$ cat config.mk
export PLATFORM = sky130hd
export DESIGN_NAME = bacc_out
export DESIGN_NICKNAME = d
export VERILOG_FILES = /design/src/design/bacc_pkg.sv /design/src/design/bacc_out.sv
export SDC_FILE = /design/constraint.sdc
export NUM_CORES = 1
export LEC_CHECK = 0
export BUFFER_PORTS_ARGS = -buffer_cell sky130_fd_sc_hd__buf_2
export CORE_UTILIZATION = 44
export CTS_CLUSTER_SIZE = 25
export DETAILED_ROUTE_END_ITERATION = 8
export PLACE_DENSITY = 0.84
export SYNTH_ARGS = -nofsm -noshare
export SYNTH_HDL_FRONTEND = slang
export SYNTH_SLANG_ARGS = --single-unit
$ cat constraint.sdc
create_clock -name clk -period 1.96 [get_ports clk]
set_clock_uncertainty 0.15 [all_clocks]
set_input_delay 0.392 -clock clk [delete_from_list [all_inputs] [get_ports clk]]
set_output_delay 0.392 -clock clk [all_outputs]
set_load 0.02 [all_outputs]
$ cat src/design/bacc_pkg.sv
// Shared types and constants for the block address coverage counter.
// No dependencies; imported by every module of the block.
`default_nettype none

package bacc_pkg;

    localparam int ADDR_W          = 64;
    localparam int COUNT_W         = 8;
    localparam int OUT_IDX_W       = 10;
    localparam int MAX_ENTRIES_DEF = 1024;

    typedef enum logic [1:0] {
        STATUS_KNOWN = 2'd0,
        STATUS_NEW   = 2'd1,
        STATUS_FULL  = 2'd2
    } status_t;

    // One beat moving down the cell chain. STATUS_FULL means still unresolved.
    typedef struct packed {
        logic                valid;
        logic [ADDR_W-1:0]   addr;
        logic [COUNT_W-1:0]  count;
        status_t             status;
    } beat_t;

endpackage

`default_nettype wire

$ cat src/design/bacc_out.sv
// Output stage: resolves dropped beats against the last hit and holds the result.
// Depends on bacc_pkg.
`default_nettype none

module bacc_out #(
    parameter int IDX_W = 10
) (
    input  wire logic             clk,
    input  wire logic             rst_n,
    input  wire logic             advance,
    input  wire bacc_pkg::beat_t  beat_in,
    input  wire logic [IDX_W-1:0] idx_in,
    output logic                  out_valid,
    output logic [bacc_pkg::OUT_IDX_W-1:0] block_index,
    output logic [bacc_pkg::COUNT_W-1:0]   hit_count,
    output logic [1:0]            status
);
    import bacc_pkg::*;

    logic                 out_valid_reg;
    logic [OUT_IDX_W-1:0] out_index_reg;
    logic [OUT_IDX_W-1:0] out_index_next;
    logic [COUNT_W-1:0]   out_count_reg;
    logic [COUNT_W-1:0]   out_count_next;
    status_t              out_status_reg;
    logic [IDX_W-1:0]     last_idx_reg;
    logic [IDX_W-1:0]     last_idx_next;
    logic [COUNT_W-1:0]   last_count_reg;
    logic [COUNT_W-1:0]   last_count_next;

    always_comb
    begin
        last_idx_next   = last_idx_reg;
        last_count_next = last_count_reg;
        if (beat_in.valid && (beat_in.status != STATUS_FULL))
        begin
            last_idx_next   = idx_in;
            last_count_next = beat_in.count;
        end
        // a dropped beat reports the last resolved index, which the update leaves alone
        out_index_next = OUT_IDX_W'(last_idx_next);
        out_count_next = last_count_next;
    end

    always_ff @(posedge clk or negedge rst_n)
    begin
        if (!rst_n)
        begin
            out_valid_reg  <= 1'b0;
            last_idx_reg   <= '0;
            last_count_reg <= '0;
        end
        else if (advance)
        begin
            out_valid_reg  <= beat_in.valid;
            last_idx_reg   <= last_idx_next;
            last_count_reg <= last_count_next;
        end
    end

    always_ff @(posedge clk)
    begin
        if (advance && beat_in.valid)
        begin
            out_index_reg  <= out_index_next;
            out_count_reg  <= out_count_next;
            out_status_reg <= beat_in.status;
        end
    end

    assign out_valid   = out_valid_reg;
    assign block_index = out_index_reg;
    assign hit_count   = out_count_reg;
    assign status      = out_status_reg;

endmodule

`default_nettype wire

---- Yosys cells after proc, flatten, opt, wreduce, memory -nomap -nowiden ----
Cells that the tools add are included.
word-level totals
  register bits after elaboration ......... 39
  logic and storage cells ................. 11
  output and inout bits ................... 21
  bits of input ports ..................... 88
cells by class
  multiplexer cells ....................... 2
  reduce and logical (&&, ||, !) cells .... 2
  eq/ne operators ......................... 1
operators by type and width
  cell                                  number
  two-way mux 10 bit                    1
  two-way mux 8 bit                     1
  logical AND 1 bit                     2
  != test 2 bit, second input constant  1

---- Logic depth before layout (Yosys ltp) ----
Gate-level depths: netlist of the first run.
  word-level depth ........................ 3
  depth in mapped cells ................... 4
  gate-level depth less buffers ........... 3

---- Worst setup path before layout of the first run ----
No wires, ideal clock.
  path type ............................... in2reg
  from .................................... input beat_in[1] (netlist name)
  to ...................................... register out_index_reg[0] (netlist: block_index[0]), data pin
  buffers on the path ..................... 1
  stages on the path ...................... 4
  slack ................................... 0.382 ns
  setup time .............................. 0.260 ns
  arrival ................................. 1.168 ns
  required time ........................... 1.550 ns
  cell sequence ........................... inv_1 -> o21ai_4 -> buf_6 -> mux2_2
between the ends
  cells in the longest elaborated chain, start to end .. 3
ends and longest elaborated chain
  item                        line            text
  from (decl)                 bacc_out.sv:11  input wire bacc_pkg::beat_t beat_in,
  != test 2 bit               bacc_out.sv:35  if (beat_in.valid && (beat_in.status != STATUS_FULL))
  logical AND 1 bit           bacc_out.sv:35
  two-way mux 10 bit          bacc_out.sv:35
  named net last_idx_next[0]  bacc_out.sv:27  logic [IDX_W-1:0] last_idx_next;
  to (signal assigned)        bacc_out.sv:65  out_index_reg <= out_index_next;
  to (decl)                   bacc_out.sv:21  logic [OUT_IDX_W-1:0] out_index_reg;
The timed path passes the listed nets, and every way through them passes these cells.
A chain may end at the register's enable or synchronous reset.

---- Worst setup path in the final report of the first run ----
  from .................................... register out_status_reg[0] (netlist: status[0])
  to ...................................... output status[0]
RTL lines
  item                    line            text
  from (decl)             bacc_out.sv:25  status_t out_status_reg;
  from (signal assigned)  bacc_out.sv:67  out_status_reg <= beat_in.status;
  to (decl)               bacc_out.sv:16  output logic [1:0] status
No word-level cell between the ends.

==> results of run 1 <==
-- cells in the mapped netlist, drive strengths merged --
cell     n  area share (%)
nand2    1            0.39
mux2    36              28
inv      4            0.93
dfrtp   19              30
edfxtp  20              37
o21ai    2             1.3
a21oi    1             1.0
buf      2             1.9
-- repair_timing --
item / CTS / global route
hold endpoints to repair: 19 / 0
hold buffers: 1 / 0
setup endpoints to repair: 0 / 0
-- cell type report --
type	instances	area (um^2)
inverters	4	15.0
multi-input cells	40	487
repair buffers	51	275
fillers	286	1420
flip-flops and latches	39	1080
clock inverters	3	43.8
well taps	46	57.6
clock buffers	5	37.5
-- power by group --
group	switching, mW	internal, mW
logic	0.132	0.173
registers	0.0411	0.976
clock network	0.265	0.268
-- layer usage --
metal	global-route usage (%)	vias to the layer above	routed length (um)	share of wire, %
li1	-	425	-	-
met1	16.9	424	1140	43
met2	25.4	31	1250	47
met3	7.30	5	236	8.9
met4	6.98	0	42	1.6
met5	0	-	0	0
-- path summary, 6_finish.rpt --
check                                              start  slack [ps]  depth (start not counted)                          end
max in group asynchronous                          rst_n         990                          2  last_idx_reg[1]$_DFFE_PN0P_
max                                  status[0]$_DFFE_PP_         500                          1                    status[0]
min                                              advance         120                          2        out_valid$_DFFE_PN0P_
min in group asynchronous                          rst_n         350                          2  last_idx_reg[6]$_DFFE_PN0P_
min reg2reg                  last_idx_reg[9]$_DFFE_PN0P_         360                          1  last_idx_reg[9]$_DFFE_PN0P_
max reg2reg                last_count_reg[2]$_DFFE_PN0P_         910                          1       hit_count[2]$_DFFE_PP_
-- kinds of logic (layout without fill, tap and decap cells) --
group | after synthesis | after routing | share of synthesized area (%)
simple gates | 1 | 1 | 0.389
compound gates | 3 | 3 | 2.33
flops | 39 | 39 | 66.9
buf+inv | 6 | 63 | 2.88
mux | 36 | 36 | 27.5
==> impl_results.md, run 1 <==
- Run status: finished, final reports clean
- Synth cell types: 11
- Vias in the first global route: 950
- Seq/Total Area, Yosys: around two thirds
- Initial Utilization: between 40% and 50%
- CTS Buffer Depth: 2
- Clock root cell: clkbuf_4
- Post-placement cell count: about 180
- Share of layout cells above drive strength 1: roughly two thirds
- Vias: roughly 900
- Rel. slew slack: 71.0%
- Pin count of the biggest net entering global routing: 20
- Commonest non-fill, non-tap cell in the layout: buf_2
- Max stage delay on crit path: ~400 ps
- First-pass GRT wire length: around 4500 um
- Slowest CP cell: edfxtp_1
- Cell family with most CP delay: flip-flops
- Design area: between 1500 and 2000 um^2
- Rows: 21
- Crit start category: register
- Core area: ~3400 um^2
- Max VDD drop: a little over 500 uV
- Leakage: 0.875 nW
- Final HPWL DP: slightly below 2000 um
- Max Fclk: slightly below 700 MHz
- Count of input and output buffers: 44
- Commonest non-fill, non-tap cells in the layout: 44 x buf_2, 26 x mux2_2, 20 x edfxtp_1
- Io pins: 109
- Worst Setup Path Type: register to output port
- Postcts setup bufs: 0
- Max-slew violation count: 0
- Via density: approximately 4.7
- Worst-path clk slew: ~120 ps
- Worst-margin pin slew: about 430 ps
- Initial antenna violation count: 0
- Skew-Pair Late Insertion Delay: between 300 and 400 ps
- Die width: approximately 62 um
- # diodes: 0
- Overall power: ~1.9 mW
- DRC: 0
- DIE HEIGHT: about 62 um
- Worst path cell trace: buf_2
- # H-tree levels: 2
- Unrepaired setup endpoints after global routing: false
- Total CTS buffers: 5
- WL final: 2670 um
- Fin crit period: between 1000 and 1500 ps
- Routed WL per cell: 14.2 um
- Area Growth Syn to Fin: 23.8%
- CTS sink cnt: 39
- PwrDens: 932 nW/um^2
- Syn_nets: about 170
- PostCTS Resize Cnt: 0
- Crit-path max FO: 1
- Synthesized area per cell: roughly 19 um^2
- CTS tree: done
- Final setup fails: 0
- Setup WS pre-CTS: approximately 250 ps
- Initial DRC count: 9
- DP Area: around 1900 um^2
- Worst hold slack: 115 ps
- Core Util, Final: 58.3%
- Final ANT Viol Nets: 0
- Yosys warns: 0
- Non-filler instance count after layout: about 190
- Die footprint: 3900 um^2
- Hold/Removal Path Class: primary input to register
- Setup tns final: 0 ps
- Synth Instances: between 80 and 90
- Crit path required time: between 1000 and 1500 ps
- Fin. Hold Viols: 0
- Post-synthesis cell area: 1610 um^2
- Fin worst setup slack: 504 ps
- # nets final: 229
- Fin crit share: between 70 and 80%
- GRT Total Usage: between 10% and 20%
- DRT Pass-1 Iters: 4
- WP buf/inv: 1
- GPL Wtd Cong: between 0.6 and 0.7
- Flops & latches, synth: 39
- Final global-route overflow total: 0
- Max-Cap Viols: 0
- Crit end category: output port
- Arr. time, crit path: 910 ps
Note: power is estimated with default switching activity, not from simulation.
==> inputs of run 2 (changes only) <==
--- a/config.mk
+++ b/config.mk
@@ -6,10 +6,10 @@
 export NUM_CORES = 1
 export LEC_CHECK = 0
 export BUFFER_PORTS_ARGS = -buffer_cell sky130_fd_sc_hd__buf_2
-export CORE_UTILIZATION = 44
+export CORE_UTILIZATION = 41
 export CTS_CLUSTER_SIZE = 25
 export DETAILED_ROUTE_END_ITERATION = 8
-export PLACE_DENSITY = 0.84
+export PLACE_DENSITY = 0.79
 export SYNTH_ARGS = -nofsm -noshare
 export SYNTH_HDL_FRONTEND = slang
 export SYNTH_SLANG_ARGS = --single-unit
==> constraint.sdc (replaced) <==
create_clock -name clk -period 1.4 [get_ports clk]
set_clock_uncertainty 0.15 [all_clocks]
set_input_delay 0.28 -clock clk [delete_from_list [all_inputs] [get_ports clk]]
set_output_delay 0.28 -clock clk [all_outputs]
set_load 0.02 [all_outputs]
==> impl_results.md, run 2 (synthesized netlist as in run 1, its figures left out) <==
- GPL Wtd Cong: 0.618 (was 0.669)
- Max Fclk: roughly 760 MHz
- Fin crit period: between 1000 and 1500 ps
- Commonest non-fill, non-tap cells in the layout: 44 x buf_2, 20 x mux2_4, 20 x edfxtp_1 (was 44 x buf_2, 26 x mux2_2, 20 x edfxtp_1)
- Die width: 64.6 um (was 62.5 um)
- Share of layout cells above drive strength 1: 67.9% (was 68.3%)
- Max-slew violation count: 0 (unchanged)
- Unrepaired setup endpoints after global routing: false (unchanged)
- Run status: finished, final reports clean (unchanged)
- Switching share of power: 22.5% (was 23.6%)
- Worst Setup Path Type: primary input to register (was register to output port)
- Commonest non-fill, non-tap cell in the layout: buf_2 (unchanged)
- Crit end category: register (was output port)
- Leakage: 0.934 nW (was 0.875 nW)
- Worst-margin pin slew: 471 ps (was 435 ps)
- Hold/Removal Path Class: primary input to register (unchanged)
- # H-tree levels: 2 (unchanged)
- # nets final: 227 (was 229)
- DIE HEIGHT: 64.6 um (was 62.5 um)
- Non-filler instance count after layout: 188 (unchanged)
- Core area: 3720 um^2 (was 3420 um^2)
- Max-Cap Viols: 0 (unchanged)
- Crit-path max FO: 18 (was 1)
- WL final: 2830 um (was 2670 um)
- PwrDens: 1340 nW/um^2 (was 932 nW/um^2)
- Postcts setup bufs: 0 (unchanged)
- Arr. time, crit path: 1200 ps (was 910 ps)
- Clk pwr share: 31.9% (was 28.8%)
- Multi-input gate area: 524 um^2 (was 487 um^2)
- Final global-route overflow total: 0 (unchanged)
- # diodes: 0 (unchanged)
- Net Sw Power: 0.630 mW (was 0.439 mW)
- Via density: 4.78 (was 4.71)
- Rows: 22 (was 21)
- CTS Buffer Depth: 2 (unchanged)
- Fin. Hold Viols: 0 (unchanged)
- Pin count of the biggest net entering global routing: 20 (unchanged)
- Crit start category: primary input (was register)
- CTS tree: done (unchanged)
- Initial antenna violation count: 0 (unchanged)
- Fillers: 308 (was 286)
- Final setup fails: 0 (unchanged)
- Vias: 899 (was 885)
- Max VDD drop: 531 uV (was 503 uV)
- Final HPWL DP: 1930 um (was 1960 um)
- FF+latch area: 1080 um^2 (unchanged)
- Io pins: 109 (unchanged)
- Worst-path clk slew: 70 ps (was 120 ps)
- Skew-Pair Late Insertion Delay: 290 ps (was 340 ps)
- CTS sink cnt: 39 (unchanged)
- Power Internal: 2.17 mW (was 1.42 mW)
- Final ANT Viol Nets: 0 (unchanged)
- Initial DRC count: 31 (was 9)
- Count of input and output buffers: 44 (unchanged)
- Logic pwr share: 17.0% (was 16.4%)
- GRT Total Usage: 15.3% (was 15.5%)
- Rel. slew slack: 68.6% (was 71.0%)
- First-pass GRT wire length: 4590 um (was 4450 um)
- DRC: 0 (unchanged)
- Reg power frac: 51.1% (was 54.8%)
- Die footprint: 4180 um^2 (was 3900 um^2)
- Post-placement cell count: 179 (unchanged)
- DRT Pass-1 Iters: 4 (unchanged)
- Crit path required time: 1280 ps (was 1420 ps)
- Overall power: 2.80 mW (was 1.86 mW)
- Area Growth Syn to Fin: 30.1% (was 23.8%)
- Initial Utilization: 43.3% (was 47.1%)
- Clock root cell: clkbuf_8 (was clkbuf_4)
- Total CTS buffers: 5 (unchanged)
- Vias in the first global route: 955 (was 950)
- Routed WL per cell: 15.0 um (was 14.2 um)
- Fin crit share: approximately 94%
-- run 2: changes by cell type in the layout (fill, tap and decap cells not counted) --
cell      before  now
mux2_2        26   16
mux2_4        10   20
buf_4          6    1
clkbuf_4       5    0
clkbuf_8       0    5
buf_12         0    3
clkinv_1       0    1
clkinv_4       1    0
inv_1          4    3
inv_12         0    1
-- run 2: metal layers --
metal  global-route usage, %  vias to the layer above  share of wire (%)
li1                        -                      417                  -
met1                    21.1                      440                 47
met2                    22.5                       37                 45
met3                    4.40                        5                7.0
met4                    6.67                        0                1.3
met5                       0                        -                  0
-- run 2: repair_timing --
item	4_1_cts	5_1_grt
endpoints found under the hold margin	19	0
gates resized for setup	0	0
hold buffers	1	0
-- run 2: path summary, 6_finish.rpt --
kind | from | to | slack (ps) | cells past startpoint
worst max-delay path | beat_in[1] | hit_count[3]$_DFFE_PP_ | 80 | 5
worst min-delay path | advance | out_valid$_DFFE_PN0P_ | 60 | 2
worst max register to register | last_idx_reg[1]$_DFFE_PN0P_ | block_index[1]$_DFFE_PP_ | 360 | 1
worst min register to register | last_idx_reg[8]$_DFFE_PN0P_ | last_idx_reg[8]$_DFFE_PN0P_ | 360 | 1
max in group asynchronous | rst_n | last_idx_reg[3]$_DFFE_PN0P_ | 450 | 2
min in group asynchronous | rst_n | last_idx_reg[7]$_DFFE_PN0P_ | 330 | 2
-- run 2: metrics by stage --
step	setup WS, ps	setup TNS, ps	utilization, %	hold slack [ps]	area, um^2
final	83.8	0	56.3	62.6	2090
after global routing	63.0	0	56.3	69.1	2090
after CTS	82.9	0	56.3	65.0	2090
after detailed placement	-224	-6000	53.2	113	1980
after global placement	-197	-5420	53.2	107	1980
after floorplan	-57.0	-570	-	-166	1660
-- run 2: cell type report --
cell class / count / area share [%]
Tap cell: 48 / 2.87
Inverter: 4 / 1.32
Sequential cell: 39 / 51.4
Multi-Input combinational cell: 40 / 25.0
Clock buffer: 5 / 3.29
Clock inverter: 3 / 1.85
Timing Repair Buffer: 49 / 14.2
-- run 2: power groups by stage --
| stage | Sequential, mW | Clock (mW) | Combinational (mW) |
|---|---|---|---|
| global route | 1.45 | 0.976 | 0.510 |
| finish | 1.43 | 0.894 | 0.475 |
| floorplan | 1.49 | 0 | 0.279 |
| global placement | 1.44 | 0 | 0.464 |
| CTS | 1.43 | 0.916 | 0.482 |
| detailed placement | 1.45 | 0 | 0.475 |
-- run 2: critical path, stage by stage --
cell,delay (ps)
buf_2,170
inv_12,30
o21ai_4,160
buf_12,190
mux2_2,350
==> inputs of run 3 (changes only) <==
--- a/config.mk
+++ b/config.mk
@@ -9,7 +9,8 @@
 export CORE_UTILIZATION = 41
 export CTS_CLUSTER_SIZE = 25
 export DETAILED_ROUTE_END_ITERATION = 8
-export PLACE_DENSITY = 0.79
+export PLACE_DENSITY_LB_ADDON = 0.12
+export SLEW_MARGIN = 20
 export SYNTH_ARGS = -nofsm -noshare
 export SYNTH_HDL_FRONTEND = slang
 export SYNTH_SLANG_ARGS = --single-unit
==> impl_results.md, run 3 (synthesized netlist as in run 1, its figures left out) <==
- Run status: finished, final reports clean (unchanged)
- Share of layout cells above drive strength 1: 68.1% (was 67.9%)
- Final ANT Viol Nets: 0 (unchanged)
- Crit end category: register (unchanged)
- Overall power: 2.62 mW (was 2.80 mW)
- RR Startpoint: last_idx_reg[1]$_DFFE_PN0P_ (unchanged)
- DIE HEIGHT: 64.6 um (unchanged)
- CTS tree: done (unchanged)
- Commonest non-fill, non-tap cell in the layout: buf_2 (unchanged)
- # H-tree levels: 2 (unchanged)
- CTS Buffer Depth: 2 (unchanged)
- Fillers: 320 (was 308)
- DRT Pass-1 Iters: 4 (unchanged)
- # nets final: 231 (was 227)
- Io pins: 109 (unchanged)
- Clk pwr share: 27.1% (was 31.9%)
- Unrepaired setup endpoints after global routing: false (unchanged)
- GPL Wtd Cong: 0.636 (was 0.618)
- Final HPWL DP: 1930 um (about the same)
- Max VDD drop: 785 uV (was 531 uV)
- Initial DRC count: 40 (was 31)
- Initial Utilization: 43.3% (unchanged)
- Slowest CP cell: mux2_2 (unchanged)
- Logic pwr share: 18.6% (was 17.0%)
- Worst setup startpoint: beat_in[1] (unchanged)
- Reg power frac: 54.3% (was 51.1%)
- Count of input and output buffers: 44 (unchanged)
- Leakage: 0.945 nW (was 0.934 nW)
- Setup tns final: 0 ps (unchanged)
- Worst Setup Path Type: primary input to register (unchanged)
- Routed WL per cell: 14.2 um (was 15.0 um)
- First-pass GRT wire length: 4730 um (was 4590 um)
- Crit start category: primary input (unchanged)
- Skew-Pair Late Insertion Delay: 290 ps (about the same)
- Vias: 917 (was 899)
- Postcts setup bufs: 0 (unchanged)
- Commonest non-fill, non-tap cells in the layout: 44 x buf_2, 20 x mux2_4, 20 x edfxtp_1 (unchanged)
- WL final: 2730 um (was 2830 um)
- Power Internal: 2.01 mW (was 2.17 mW)
- PostCTS Resize Cnt: 0 (unchanged)
- Via density: 4.78 (about the same)
- Post-CTS Hold Fix Bufs: 1 (unchanged)
- Area Growth Syn to Fin: 31.1% (was 30.1%)
- Max-Cap Viols: 0 (unchanged)
- Crit path required time: 1290 ps (was 1280 ps)
- CTS sink cnt: 39 (unchanged)
- Crit-path max FO: 9 (was 18)
- Arr. time, crit path: 1210 ps (was 1200 ps)
- Worst-margin pin slew: 448 ps (was 471 ps)
- Fin crit share: 94.7% (was 94.0%)
- Core Util, Final: 56.8% (was 56.3%)
- Rows: 22 (unchanged)
- Max-slew violation count: 0 (unchanged)
- GRT Total Usage: 15.6% (was 15.3%)
- Rel. slew slack: 70.1% (was 68.6%)
- Non-filler instance count after layout: 192 (was 188)
- Cell family with most CP delay: buffers and inverters (unchanged)
- Switching share of power: 23.4% (was 22.5%)
- PwrDens: 1240 nW/um^2 (was 1340 nW/um^2)
- Post-placement cell count: 183 (was 179)
- Fin. Hold Viols: 0 (unchanged)
- Hold/Removal Path Class: primary input to register (unchanged)
- Max stage delay on crit path: 330 ps (was 350 ps)
- Net Sw Power: 0.613 mW (was 0.630 mW)
- Hold Path Origin: advance (unchanged)
- Max Fclk: 755 MHz (was 760 MHz)
- # diodes: 0 (unchanged)
- Final global-route overflow total: 0 (unchanged)
- Vias in the first global route: 1031 (was 955)
- Worst path cell trace: buf_2 > inv_12 > o21ai_4 > buf_12 > mux2_2 (unchanged)
- DRC: 0 (unchanged)
- Final setup fails: 0 (unchanged)
- Pin count of the biggest net entering global routing: 20 (unchanged)
- WP buf/inv: 3 (unchanged)
- Die footprint: 4180 um^2 (unchanged)
- Clock root cell: clkbuf_8 (unchanged)
- Core area: 3720 um^2 (unchanged)
- Initial antenna violation count: 0 (unchanged)
- Die width: 64.6 um (unchanged)
- Fin crit period: 1330 ps (was 1320 ps)
- Worst-path clk slew: 70 ps (about the same)
- Total CTS buffers: 5 (unchanged)
==> run 3: metrics by stage <==
step | setup slack [ps] | area (um^2) | hold slack (ps)
after floorplan | -57.0 | 1660 | -166
after global routing | 50.4 | 2110 | 50.7
after CTS | 73.1 | 2110 | 45.5
final | 74.8 | 2110 | 49.4
after detailed placement | -226 | 2020 | 112
after global placement | -210 | 2020 | 110
==> run 3: layout make-up <==
type	count	area (um^2)	area share, %
inverter	4	27.5	1.30
sequential	39	1080	51.0
clock buffer	7	76.3	3.62
multi-input combinational	40	524	24.9
clock inverter	1	5.00	0.237
tap	48	60.1	2.85
timing repair buffer	53	340	16.1
==> run 3: final timing paths <==
| check | slack [ps] | endpoint | cells after the start |
|---|---|---|---|
| hold / removal | 50 | out_valid$_DFFE_PN0P_ | 2 |
| min in group asynchronous | 310 | last_count_reg[4]$_DFFE_PN0P_ | 2 |
| max in group asynchronous | 470 | last_idx_reg[1]$_DFFE_PN0P_ | 2 |
| hold reg to reg | 360 | last_count_reg[0]$_DFFE_PN0P_ | 1 |
| setup reg to reg | 350 | block_index[1]$_DFFE_PP_ | 1 |
| setup / recovery | 70 | hit_count[2]$_DFFE_PP_ | 5 |
==> run 3: power by group through the flow <==
stage / clock, mW / combinational, mW / sequential, mW
floorplan: 0 / 0.279 / 1.49
global placement: 0 / 0.480 / 1.44
detailed placement: 0 / 0.492 / 1.45
CTS: 0.731 / 0.496 / 1.42
global route: 0.787 / 0.529 / 1.44
finish: 0.710 / 0.487 / 1.42
==> run 3: layer usage <==
metal	track usage [%]	up-vias	share of wire, %	wire, um
li1	-	424	-	-
met1	18.4	450	45	1230
met2	25.0	39	45	1230
met3	7.04	4	8.5	231
met4	5.83	0	1.2	34
met5	0	-	0	0
