## src/design/bacc_pkg.sv

```systemverilog
// Shared types and constants for the block address coverage counter.
// No dependencies; imported by every module of the block.
`default_nettype none

package bacc_pkg;

    localparam int ADDR_W          = 64;
    localparam int COUNT_W         = 8;
    localparam int OUT_IDX_W       = 10;
    localparam int MAX_ENTRIES_DEF = 1024;

    typedef enum logic [1:0] {
        STATUS_KNOWN = 2'd0,
        STATUS_NEW   = 2'd1,
        STATUS_FULL  = 2'd2
    } status_t;

    // One beat moving down the cell chain. STATUS_FULL means still unresolved.
    typedef struct packed {
        logic                valid;
        logic [ADDR_W-1:0]   addr;
        logic [COUNT_W-1:0]  count;
        status_t             status;
    } beat_t;

endpackage

`default_nettype wire

```

## src/design/bacc_cell.sv

```systemverilog
// One table entry of the coverage counter chain: address, valid bit, counter.
// Depends on bacc_pkg.
`default_nettype none

module bacc_cell #(
    parameter int IDX_W    = 10,
    parameter int CELL_IDX = 0
) (
    input  wire logic            clk,
    input  wire logic            rst_n,
    input  wire logic            advance,
    input  wire bacc_pkg::beat_t beat_in,
    input  wire logic [IDX_W-1:0] idx_in,
    output bacc_pkg::beat_t      beat_out,
    output logic [IDX_W-1:0]     idx_out
);
    import bacc_pkg::*;

    localparam logic [IDX_W-1:0] MY_IDX = IDX_W'(CELL_IDX);

    logic               entry_valid_reg;
    logic               entry_valid_next;
    logic [ADDR_W-1:0]  entry_addr_reg;
    logic [ADDR_W-1:0]  entry_addr_next;
    logic [COUNT_W-1:0] entry_count_reg;
    logic [COUNT_W-1:0] entry_count_next;
    beat_t              beat_reg;
    beat_t              beat_next;
    logic [IDX_W-1:0]   idx_reg;
    logic [IDX_W-1:0]   idx_next;

    logic               pending;
    logic               match;
    logic               claim;
    logic [COUNT_W-1:0] count_inc;

    always_comb
    begin
        pending   = beat_in.valid && (beat_in.status == STATUS_FULL);
        match     = pending && entry_valid_reg && (entry_addr_reg == beat_in.addr);
        claim     = pending && !entry_valid_reg;
        count_inc = entry_count_reg + COUNT_W'(1);

        beat_next        = beat_in;
        idx_next         = idx_in;
        entry_valid_next = entry_valid_reg;
        entry_addr_next  = entry_addr_reg;
        entry_count_next = entry_count_reg;

        if (match)
        begin
            // bump the stored counter and resolve the beat here
            beat_next.count  = count_inc;
            beat_next.status = STATUS_KNOWN;
            idx_next         = MY_IDX;
            entry_count_next = count_inc;
        end
        else if (claim)
        begin
            // first free entry: record the address, count starts at one
            beat_next.count  = COUNT_W'(1);
            beat_next.status = STATUS_NEW;
            idx_next         = MY_IDX;
            entry_valid_next = 1'b1;
            entry_addr_next  = beat_in.addr;
            entry_count_next = COUNT_W'(1);
        end
    end

    always_ff @(posedge clk or negedge rst_n)
    begin
        if (!rst_n)
        begin
            entry_valid_reg <= 1'b0;
            beat_reg        <= '0;
        end
        else if (advance)
        begin
            entry_valid_reg <= entry_valid_next;
            beat_reg        <= beat_next;
        end
    end

    always_ff @(posedge clk)
    begin
        if (advance)
        begin
            entry_addr_reg  <= entry_addr_next;
            entry_count_reg <= entry_count_next;
            idx_reg         <= idx_next;
        end
    end

    assign beat_out = beat_reg;
    assign idx_out  = idx_reg;

endmodule

`default_nettype wire

```

## config.mk

```make
export PLATFORM = sky130hd
export DESIGN_NAME = bacc_cell
export DESIGN_NICKNAME = d
export VERILOG_FILES = /design/src/design/bacc_pkg.sv /design/src/design/bacc_cell.sv
export SDC_FILE = /design/constraint.sdc
export NUM_CORES = 1
export LEC_CHECK = 0
export BUFFER_PORTS_ARGS = -buffer_cell sky130_fd_sc_hd__buf_4
export CAP_MARGIN = 25
export CELL_PAD_IN_SITES_DETAIL_PLACEMENT = 1
export CELL_PAD_IN_SITES_GLOBAL_PLACEMENT = 1
export CORE_UTILIZATION = 35
export CTS_CLUSTER_DIAMETER = 150
export DETAILED_ROUTE_END_ITERATION = 12
export PLACE_DENSITY = 0.71
export SYNTH_ARGS = -nofsm -noshare
export SYNTH_HDL_FRONTEND = slang
export SYNTH_SLANG_ARGS = --single-unit
```

## constraint.sdc

```tcl
create_clock -name clk -period 4.16 [get_ports clk]
set_input_delay 0.832 -clock clk [delete_from_list [all_inputs] [get_ports clk]]
set_output_delay 0.832 -clock clk [all_outputs]
set_load 0.1 [all_outputs]
```

# --- Word-level counts from Yosys, hierarchy flattened ---
# Index checks and enable logic that the tools add are counted.
op_classes:
  n_addsub: 1
  n_eq_ne: 2
  muxes: 4
  bitwise: 1
  n_reduce_logical: 9
op_table:
  columns: ["operator", "n"]
  rows:
  - ["$eq 64x64->1", 1]
  - ["$mux 10", 2]
  - ["$mux 8", 2]
  - ["$add 8x1->8 const B", 1]
  - ["$logic_and 1x1->1", 4]
  - ["$reduce_and 3->1", 1]
  - ["$eq 2x2->1 const B", 1]
  - ["$reduce_and 2->1", 1]
  - ["$reduce_bool 2->1", 1]
  - ["$reduce_or 2->1", 1]
  - ["$logic_not 1->1", 1]
  - ["$not 1->1", 1]
totals:
  regBits: 158
  inputBits: 88
  output_inout_bits: 85
  word_cells: 25

# --- Depth between registers and ports, before layout ---
# Gate-level depths: netlist of the first run.
depth:
  depth_word: 6
  depth_mapped: 8
  ltp_nobuf: 6

# --- Least setup slack after synthesis of the first run ---
# OpenSTA, ideal clock, no wires.
synth_timing:
  path_type: "in2reg"
  start: "input beat_in[0] (netlist bit)"
  end: "register entry_addr_reg[0], enable pin"
  setup_ps: 429
  t_arrival_ps: 2928
  t_required_ps: 3731
  slack_ps: 803
  path_stages: 3
  n_path_buf: 0
  cell_sequence: "nand3b_1 nor2_1 and2_1"
synth_via:
  elab_chain_cells: 6
  elab_cells_between_ends: 7
  classes_between: "eq/ne (1); bitwise (1); reduce/logical (5)"
synth_rtl:
  columns: ["item", "line", "rtl"]
  rows:
  - ["from (decl)", "bacc_cell.sv:12", "input wire bacc_pkg::beat_t beat_in,"]
  - ["$eq 2x2->1 (*)", "bacc_cell.sv:39", "pending = beat_in.valid && (beat_in.status == STATUS_FULL);"]
  - ["$logic_and 1x1->1 (*)", "bacc_cell.sv:39", null]
  - ["$logic_and 1x1->1 (2 in a row)", "bacc_cell.sv:40", "match = pending && entry_valid_reg && (entry_addr_reg == beat_in.addr);"]
  - ["$not 1->1 (no source line)", null, null]
  - ["$reduce_and 3->1 (no source line) (*)", null, null]
  - ["to (signal assigned)", "bacc_cell.sv:88", "entry_addr_reg <= entry_addr_next;"]
  - ["to (decl)", "bacc_cell.sv:23", "logic [ADDR_W-1:0] entry_addr_reg;"]
# Every way passes the cells marked *; elsewhere a longest branch is shown, timed or not.
# A chain may end at the register's enable or synchronous reset.

# --- Worst setup path in the final report of the first run ---
layout_timing:
  start: "input beat_in[62] (netlist bit)"
  end: "register entry_count_reg[1], enable pin"
layout_via:
  elab_chain_cells: 4
layout_rtl:
  columns: ["item", "line", "rtl"]
  rows:
  - ["$eq 64x64->1", "bacc_cell.sv:40", null]
  - ["$logic_and 1x1->1", "bacc_cell.sv:40", null]
  - ["$reduce_bool 2->1 (no source line)", null, null]
  - ["$reduce_and 2->1 (no source line)", null, null]
  - ["to (signal assigned)", "bacc_cell.sv:89", "entry_count_reg <= entry_count_next;"]
  - ["to (decl)", "bacc_cell.sv:25", "logic [COUNT_W-1:0] entry_count_reg;"]
# Every way passes these cells.

==> metrics.txt, run 1 <==
status=completed; initial core utilization=0.356; Reg clk slew, reported paths=around 0.060 ns; reg2reg end=entry_count_reg[1]$_SDFFCE_PN0P_; Max VDD drop=around 0.27 mV; Flop pwr share=0.426; cell count after synthesis=approximately 430; Int Power=between 2000 and 3000 uW; first-pass GRT wire length=~23000 um; DR WL/cell=around 17 um; maximum buffer depth of the clock tree=2; r2r startpoint=entry_addr_reg[52]$_DFFE_PP_; diode count=0; Clk pwr share=0.333; switch share=0.337; Fillers=1833; Mapped Area=between 6000 and 7000 sq um; Core ar.=between 15000 and 20000 sq um; Multi-input gate area=roughly 1900 sq um; clock root cell=clkbuf_16; Iter 0 DRT Violations=about 160; initial antenna violation count=0; cell depth of the worst flop-to-flop path=7; die height=around 140 um; gpl congestion=0.778; PortBufs=approximately 170; design area=~8500 sq um; drt drc=0; RSZ-0062 raised after global routing=false; Post-CTS Repair Setup Buffers=0; share of cells above drive strength 1=0.445; HP Class=in2async; Sink Count=roughly 160; Area Growth Syn to Fin=32.8%; top-area cell type share of the netlist area=0.385; Post-Syn Nets=roughly 520; Top Ports=about 170; placed cell area=around 7900 sq um; Crit. End Element=flop; R2R Setup Slk=~1.4 ns; Vias/cell=approximately 4.7; post_cts resized=0; Max-Cap Viols=0; WP data arrival=3.03 ns; vias in the first global route=approximately 4300; Synth Flop Type=edfxtp_1; later-pin clock latency in the skew report=around 0.42 ns; Worst Clk Skew=roughly 0.010 ns; pin count of the biggest net entering global routing=77; # H-tree levels=4; leakage power=roughly 0.0034 uW; overall die area=about 19000 sq um; Final Hold Viols=0; Avg Inst Size Synth=15.0 sq um; most frequent cell after synthesis=edfxtp_1; crit-path max FO=19; setup violators final=0; Worst-Margin Slew=about 0.90 ns; logic gate share of total power=0.240; Power Density=between 400 and 500 nW/um^2; number of flip-flops in the largest register=between 70 and 80; top cell type by total area after synthesis=edfxtp_1; detailed-route via count=roughly 4000; setup TNS=0 ns; Yosys warnings=0; GR Util All Layers=0.164; kind of critical path=in2reg; Die X=about 140 um; post-synthesis cell type count=34; Yosys reg bits=approximately 160; drt pass-1 iters=4; hpwl dp=about 10000 um; Tot Pwr=between 4000 and 5000 uW; crit path launch type=input pin; Async SR Flop Fraction=0.481; crit share post-route=0.710; Worst Setup SP=beat_in[62]; switching power=~1400 uW; gr ovfl total=0; ANT nets after route=0; register area share after synthesis=0.682; number of flops mapped to enable cells by yosys=between 80 and 90; register area=approximately 4400 sq um; top post-synthesis cells by area=edfxtp_1 38%, dfrtp_1 30%, mux2_2 11%, xnor2_1 7.9%, nor2_1 1.5%; fin crit period=~3.0 ns; CTS Buf Count=17; DRT Wirelength=14600 um; commonest cells in the synthesized netlist=82 x edfxtp_1, 76 x dfrtp_1, 65 x mux2_2; # rows=49; Slew Viols, Final=0; NumNets Final=696; max_slew headroom=0.399; CTS Hold Buffers Added=0; Crit path required time=4.23 ns; CTS tree=done; Max Clock Freq=339 MHz
-- power groups by stage --
stage	clock network (uW)	logic, uW	registers, uW
CTS	1450	1020	1800
floorplan	0	150	2400
finish	1410	1010	1800
detailed placement	0	1020	1830
global placement	0	1010	1820
global route	1510	1060	1810
-- layout by cell type (no fill, tap or decap), types with 11 or more instances in the layout --
cell,Yosys,layout
buf_4,0,174
edfxtp_1,82,82
dfrtp_1,76,76
mux2_2,65,65
xnor2_1,58,58
nor2_1,26,26
inv_1,20,20
clkbuf_16,0,17
nand4_1,14,14
xor2_1,11,11
-- how the worst max path moves through the flow --
stage	to	slack, ns
2_1_floorplan	entry_addr_reg[0]$_DFFE_PP_	0.80
3_3_place_gp	entry_count_reg[7]$_SDFFCE_PN0P_	0.79
3_5_place_dp	entry_count_reg[5]$_SDFFCE_PN0P_	0.68
4_1_cts	entry_count_reg[4]$_SDFFCE_PN0P_	1.13
5_1_grt	entry_count_reg[1]$_SDFFCE_PN0P_	0.97
6_report	entry_count_reg[1]$_SDFFCE_PN0P_	1.21
-- worst max-delay path: stages --
cell      delay [ns]
buf_4           0.12
xnor2_1         0.18
nand4_1         0.23
nor4_2          0.36
nand4_2         0.44
o21bai_1        0.28
buf_4           0.21
and2_1          0.36
-- metal layers --
metal / part of all wire / vias to the layer above / track usage
met5: 0 / - / 0
met4: 0.012 / 0 / 0.0568
met3: 0.061 / 16 / 0.0478
met2: 0.48 / 123 / 0.267
met1: 0.44 / 1986 / 0.208
li1: - / 1873 / -
-- logic make-up after synthesis --
group | synth area share
mux | 0.114
simple gates | 0.0657
fa+ha+maj | 0.00195
buf+inv | 0.0195
flops | 0.682
xor+xnor | 0.0944
compound gates | 0.0223
-- area by class of cell --
cell class / count / share of cell area
Sequential cell: 158 / 0.513
Multi-Input combinational cell: 235 / 0.225
Timing Repair Buffer: 175 / 0.157
Clock buffer: 22 / 0.0546
Tap cell: 229 / 0.0337
Inverter: 20 / 0.00883
Clock inverter: 10 / 0.00765
-- through the flow --
| stage | worst slack (ns) | instances | hold slack (ns) | utilization |
|---|---|---|---|---|
| floorplan | 0.803 | 426 | 0.487 | - |
| global placement | 0.793 | 816 | 0.492 | 0.442 |
| detailed placement | 0.676 | 816 | 0.497 | 0.442 |
| finish | 1.21 | 849 | 0.381 | 0.473 |
| global route | 0.970 | 849 | 0.403 | 0.473 |
| CTS | 1.13 | 848 | 0.511 | 0.472 |
(Power assumes the default switching activity.)
==> run 2: changes to the inputs <==
- ABC_AREA: default -> 1
- PLACE_DENSITY: 0.71 -> 0.74
- clock period: 4.16 -> 3 ns (I/O delays scaled with it)
==> run 2 against run 1 <==
  * Die area is 13% higher
  * Wire length is 49% higher
  * Sequential share of layout area is 5.3 points lower
  * Count of clock-buffer cells in the layout is 4 lower
  * Non-clock buffer count is 5 higher
  * Via count is 50% higher
  * Critical path type is now reg2reg
  * Highest routed layer unchanged
==> metrics.txt, run 2 <==
Synth Area in Simple Gates=0.255 (+0.189); cell depth of the worst flop-to-flop path=8 (+1); Top Ports=173 (unchanged); Crit. End Element=flop; setup violators final=0 (unchanged); most common cell after layout, fill and taps aside=nand2_1; max_slew headroom=0.473 (+0.0748); PortBufs=172 (unchanged); Sink Count=158 (unchanged); Max-Cap Viols=0 (unchanged); RSZ-0062 raised after global routing=false; Core ar.=20200 sq um (+13%); placed cell area=8910 sq um (+12%); commonest cells in the synthesized netlist=292 x nand2_1, 125 x inv_1, 82 x edfxtp_1; crit path launch type=flop; Async SR Flop Fraction=0.481 (unchanged); status=completed; number of flip-flops in the largest register=75 (unchanged); diode count=0 (unchanged); die height=146 um (+6.3%); gr ovfl total=0 (unchanged); later-pin clock latency in the skew report=0.43 ns (about the same); Yosys warnings=0 (unchanged); WP data arrival=2.30 ns (-0.73 ns); Vias/cell=4.66 (-1.1%); Crit path required time=3.13 ns (-1.10 ns); # rows=52 (+6.1%); clock root cell=clkbuf_16; detailed-route via count=5996 (+50%); HP Class=in2async; fin crit period=approximately 2.2 ns; CTS Hold Buffers Added=0 (unchanged); Synth Area in Compound Gates=0.0385 (+0.0162); Post-Syn Nets=912 (+77%); vias in the first global route=6245 (+45%); GR Util All Layers=0.215 (+0.0510); # H-tree levels=4 (unchanged); kind of critical path=reg2reg; mux cell area share after synthesis=0 (-0.114); most frequent cell after synthesis=nand2_1; Worst-Margin Slew=0.790 ns (-0.112 ns); Slew Viols, Final=0 (unchanged); largest family of logic cells by synthesized area=simple AND/OR/NAND/NOR gates; DRT Wirelength=21800 um (+49%); design area=9480 sq um (+11%); Avg Inst Size Synth=8.81 sq um (-41%); Die X=146 um (+6.3%); Worst Clk Skew=0.00724 ns (-0.00276 ns); crit-path max FO=8 (-11); setup TNS=0 ns (unchanged); reg2reg end=entry_count_reg[2]$_SDFFCE_PN0P_; drt drc=0 (unchanged); hpwl dp=16800 um (+63%); Reg clk slew, reported paths=0.07 ns (about the same); register area share after synthesis=0.602 (-0.0796); r2r startpoint=entry_addr_reg[16]$_DFFE_PP_; number of flops mapped to enable cells by yosys=82 (unchanged); top-area cell type share of the netlist area=0.340 (-0.0449); Max Clock Freq=about 460 MHz; crit share post-route=0.722; post-synthesis cell type count=30 (-12%); Mapped Area=7250 sq um (+13%); Max VDD drop=0.385 mV (+41%); DR WL/cell=16.9 um (-1.4%); Synth Area in Adders=0.00173 (-0.000228); Yosys reg bits=158 (unchanged); first-pass GRT wire length=34900 um (+52%); initial antenna violation count=0 (unchanged); CTS tree=done; overall die area=21300 sq um (+13%); initial core utilization=0.358 (+0.00181); maximum buffer depth of the clock tree=2 (unchanged); share of cells above drive strength 1=0.226 (-0.219); Iter 0 DRT Violations=320 (+100%); ANT nets after route=0 (unchanged); Post-CTS Repair Setup Buffers=0 (unchanged); commonest non-fill, non-tap cells in the layout=292 x nand2_1, 177 x buf_4, 125 x inv_1; register area=4360 sq um (unchanged); cell count after synthesis=823 (+93%); CTS Buf Count=17 (unchanged); R2R Setup Slk=0.83 ns (-0.52 ns); Area Growth Syn to Fin=30.8%; gpl congestion=0.847 (+8.9%); Multi-input gate area=2330 sq um (+22%); drt pass-1 iters=4 (unchanged); pin count of the biggest net entering global routing=83 (+7.8%); Final Hold Viols=0 (unchanged); XOR/XNOR share of the synthesized area=0.0254 (-0.0690); top post-synthesis cells by area=edfxtp_1 34%, dfrtp_1 26%, nand2_1 15%, inv_1 6.5%, nor2_1 3.8%; leakage power=0.00465 uW (+35%); Synth Flop Type=edfxtp_1; Fillers=2416 (+32%); NumNets Final=1094 (+57%); Power Density=622 nW/um^2 (+25%); top cell type by total area after synthesis=edfxtp_1; post_cts resized=0 (unchanged)
[run 2: cell types whose count changed in the layout (fill, tap and decap cells not counted), moves of 43 or more]
cell and delta:
nand2_1 +286, inv_1 +105, mux2_2 -65, nor2_1 +46, xnor2_1 -44, o21ai_0 +43
[run 2: worst max-delay path by stage]
stage                                      start  cells after the start  slack, ns                                to
floorplan                                advance                      4       0.44       entry_addr_reg[0]$_DFFE_PP_
global placement                     beat_in[26]                     10       0.51          idx_out[2]$_SDFFCE_PP0P_
detailed placement                   beat_in[26]                     10       0.45          idx_out[8]$_SDFFCE_PP0P_
CTS                 entry_addr_reg[16]$_DFFE_PP_                      9       0.80          idx_out[8]$_SDFFCE_PP0P_
global route        entry_addr_reg[16]$_DFFE_PP_                      9       0.71          idx_out[8]$_SDFFCE_PP0P_
finish              entry_addr_reg[16]$_DFFE_PP_                      8       0.83  entry_count_reg[2]$_SDFFCE_PN0P_
[run 2: per-stage QoR]
stage	hold WS, ns	instances	setup WS [ns]	power, uW	utilization
3_5_place_dp	0.459	1256	0.450	3810	0.440
4_1_cts	0.248	1287	0.805	5950	0.468
5_1_grt	0.267	1287	0.712	6100	0.468
2_1_floorplan	0.304	823	0.436	3400	-
3_3_place_gp	0.455	1256	0.513	3790	0.440
6_report	0.205	1287	0.834	5900	0.468
[run 2: routing by layer]
layer | up-vias | track usage | part of all wire
met2 | 147 | 0.356 | 0.48
met5 | - | 0 | 0
met4 | 0 | 0.0637 | 0.014
met3 | 20 | 0.0401 | 0.044
met1 | 2880 | 0.286 | 0.46
li1 | 2949 | - | -
[run 2: where the power goes]
group | total (uW) | switching (uW) | internal [uW]
sequential | 2440 | 57.1 | 2380
combinational | 1320 | 1030 | 283
clock | 2140 | 916 | 1220
[run 2: kinds of logic (layout without fill, tap and decap cells)]
kind of cell | Yosys count | in the layout
AO/OA/AOI/OAI | 55 | 55
buffers and inverters | 147 | 341
adder cells (fa/ha/maj) | 1 | 1
XOR/XNOR | 21 | 21
flip-flops | 158 | 158
AND/OR/NAND/NOR | 441 | 441
[run 2: layout make-up]
cell class | instances | area share
Sequential cell | 158 | 0.460
Multi-Input combinational cell | 518 | 0.246
Timing Repair Buffer | 180 | 0.147
Inverter | 130 | 0.0516
Clock buffer | 18 | 0.0453
Tap cell | 270 | 0.0356
Clock inverter | 13 | 0.0149
[run 2: critical path, stage by stage, from the launching register on]
cell and delay, ns:
edfxtp_1 0.38, xnor2_1 0.44, nand3_1 0.14, nor2_1 0.11, nand2_1 0.11, nor2_4 0.23
nand3_2 0.11, a21oi_1 0.15, buf_4 0.20
==> run 3: changes to the inputs <==
- clock period: 3 -> 2 ns (I/O delays scaled with it)
==> run 3 against run 2 <==
  * Cell count is 1.6% higher
  * Critical endpoint unchanged
  * Clock power rose by 46%
  * Die area did not move
  * Worst hold slack worse by 0.044 ns
  * Power grew 49%
  * Global-route usage rose by 0.10 points
  * Largest cell class unchanged
  * Register-to-register slack worse by 0.76 ns
  * Count of clock-buffer cells in the layout rose by 6
==> metrics.txt, run 3 (same netlist as run 2, synthesis figures left out) <==
CP delay by family, top=simple AND/OR/NAND/NOR gates; Sink Count=158 (unchanged); detailed-route via count=6207 (+3.5%); PortBufs=172 (unchanged); HP Class=in2reg; Max Clock Freq=518 MHz (+12%); initial antenna violation count=0 (unchanged); commonest non-fill, non-tap cells in the layout=288 x nand2_1, 191 x buf_4, 125 x inv_1; initial core utilization=0.358 (unchanged); Slowest cell on crit path=edfxtp_1; Slew Viols, Final=0 (unchanged); Die X=146 um (unchanged); Power Density=901 nW/um^2 (+45%); Crit. End Element=flop; share of cells above drive strength 1=0.252 (+0.0255); Iter 0 DRT Violations=342 (+6.9%); # rows=52 (unchanged); CTS Buf Count=17 (unchanged); hold path depth=1; die height=146 um (unchanged); post-route setup slack=0.0714 ns (-0.762 ns); number of flip-flops in the largest register=75 (unchanged); Post-CTS Repair Setup Buffers=0 (unchanged); DR WL/cell=16.9 um (about the same); max incr delay on CP=0.44 ns (about the same); Reg clk slew, reported paths=0.07 ns (about the same); CTS tree=done; Bufs and invs on worst path=2 (+1); kind of critical path=reg2reg; status=completed; crit path launch type=flop; WP data arrival=2.07 ns (-0.23 ns); gr ovfl total=0 (unchanged); drt drc=0 (unchanged); Stages on worst setup path=9 (+1); crit-path max FO=8 (unchanged); leakage power=0.00479 uW (+2.9%); overall die area=21300 sq um (unchanged); worst slack, placed=-0.346 ns (-0.797 ns); clock root cell=clkbuf_16; # H-tree levels=4 (unchanged); drt pass-1 iters=5 (+1); Worst-Margin Slew=0.535 ns (-0.255 ns); setup violators final=0 (unchanged); diode count=0 (unchanged); pin count of the biggest net entering global routing=68 (-18%); Max-Cap Viols=0 (unchanged); DRT Wirelength=22100 um (+1.6%); vias in the first global route=6503 (+4.1%); fin util=0.482 (+0.0136); R2R Setup Slk=0.07 ns (-0.76 ns); Worst Clk Skew=0.0113 ns (+0.00402 ns); Crit path required time=2.14 ns (-0.99 ns); first-pass GRT wire length=35100 um (+0.61%); gpl congestion=0.840 (-0.79%); crit share post-route=0.964 (+0.242); Final Hold Viols=0 (unchanged); Vias/cell=4.75 (+1.9%); hpwl dp=17000 um (+1.3%); NumNets Final=1113 (+1.7%); GR Util All Layers=0.216 (+0.00103); cell depth of the worst flop-to-flop path=9 (+1); ANT nets after route=0 (unchanged); fin crit period=1.93 ns (-0.238 ns); Core ar.=20200 sq um (unchanged); Fillers=2414 (-0.083%); most common cell after layout, fill and taps aside=nand2_1; maximum buffer depth of the clock tree=2 (unchanged); Max VDD drop=0.583 mV (+51%); later-pin clock latency in the skew report=0.43 ns (about the same); Area Growth Syn to Fin=34.6%; crit path cell chain=xnor2_1 -> buf_4 -> nand2_1 -> nor2_1 -> nand3_1 -> nor2_4 -> nand3_4 -> a21oi_2 -> buf_6; Top Ports=173 (unchanged); max_slew headroom=0.643 (+0.170)
run 3: cell types whose count changed in the layout (fill, tap and decap cells not counted), moves of 3 or more:
| cell | before | now |
|---|---|---|
| buf_4 | 177 | 191 |
| nor2_2 | 2 | 5 |
| xnor2_1 | 14 | 11 |
| nor2_1 | 72 | 68 |
| nand2_2 | 5 | 9 |
| xnor2_2 | 0 | 3 |
| nand2_1 | 292 | 288 |
| buf_12 | 3 | 6 |
run 3: final timing paths:
check | end | startpoint
setup reg to reg | entry_count_reg[2]$_SDFFCE_PN0P_ | entry_addr_reg[58]$_DFFE_PP_
min in group asynchronous | beat_out[18]$_DFFE_PN0P_ | rst_n
max in group asynchronous | beat_out[0]$_DFFE_PN0P_ | rst_n
hold reg to reg | beat_out[36]$_DFFE_PN0P_ | beat_out[36]$_DFFE_PN0P_
setup / recovery | entry_count_reg[2]$_SDFFCE_PN0P_ | entry_addr_reg[58]$_DFFE_PP_
hold / removal | entry_addr_reg[43]$_DFFE_PP_ | beat_in[53]
run 3: stage by stage:
step           cells  TNS (ns)  instance area (sq um)  total power, uW  hold slack, ns
2_1_floorplan    823     -6.99                   7300             5110           0.104
3_3_place_gp    1274     -7.06                   9110             5710           0.412
3_5_place_dp    1274     -8.44                   9110             5730           0.420
4_1_cts         1307         0                   9710             8860           0.149
5_1_grt         1307   -0.0392                   9750             9070           0.151
6_report        1307         0                   9750             8790           0.161
run 3: metal layers:
layer / up-vias / share of wire / global-route usage
met5: - / 0 / 0
met4: 0 / 0.016 / 0.0668
met3: 30 / 0.053 / 0.0408
met2: 180 / 0.48 / 0.361
met1: 3008 / 0.45 / 0.283
li1: 2989 / - / -
run 3: what timing repair did:
item	in CTS	in global routing
hold buffers	1	0
hold endpoints to repair	33	0
gates resized for setup	4	10
endpoints found under the setup margin	33	33
pin swaps	0	3
run 3: cell type report:
type / instances / area, sq um / area share
clock buffers: 24 / 514 / 0.0527
clock inverters: 8 / 55.1 / 0.00564
inverters: 130 / 500 / 0.0513
multi-input cells: 518 / 2410 / 0.247
flip-flops and latches: 158 / 4360 / 0.447
well taps: 270 / 338 / 0.0346
repair buffers: 199 / 1580 / 0.161
run 3: report_power, final:
group	internal (uW)	switching, uW
logic	443	1550
registers	3580	91.0
clock network	1800	1330
total	5820	2970
run 3: worst reg2reg max path, cell delays in order (launching register included):
cell      delay [ns]
edfxtp_1        0.44
xnor2_1         0.22
buf_4           0.14
nand2_1         0.04
nor2_1          0.11
nand3_1         0.13
nor2_4          0.16
nand3_4         0.10
a21oi_2         0.15
buf_6           0.15
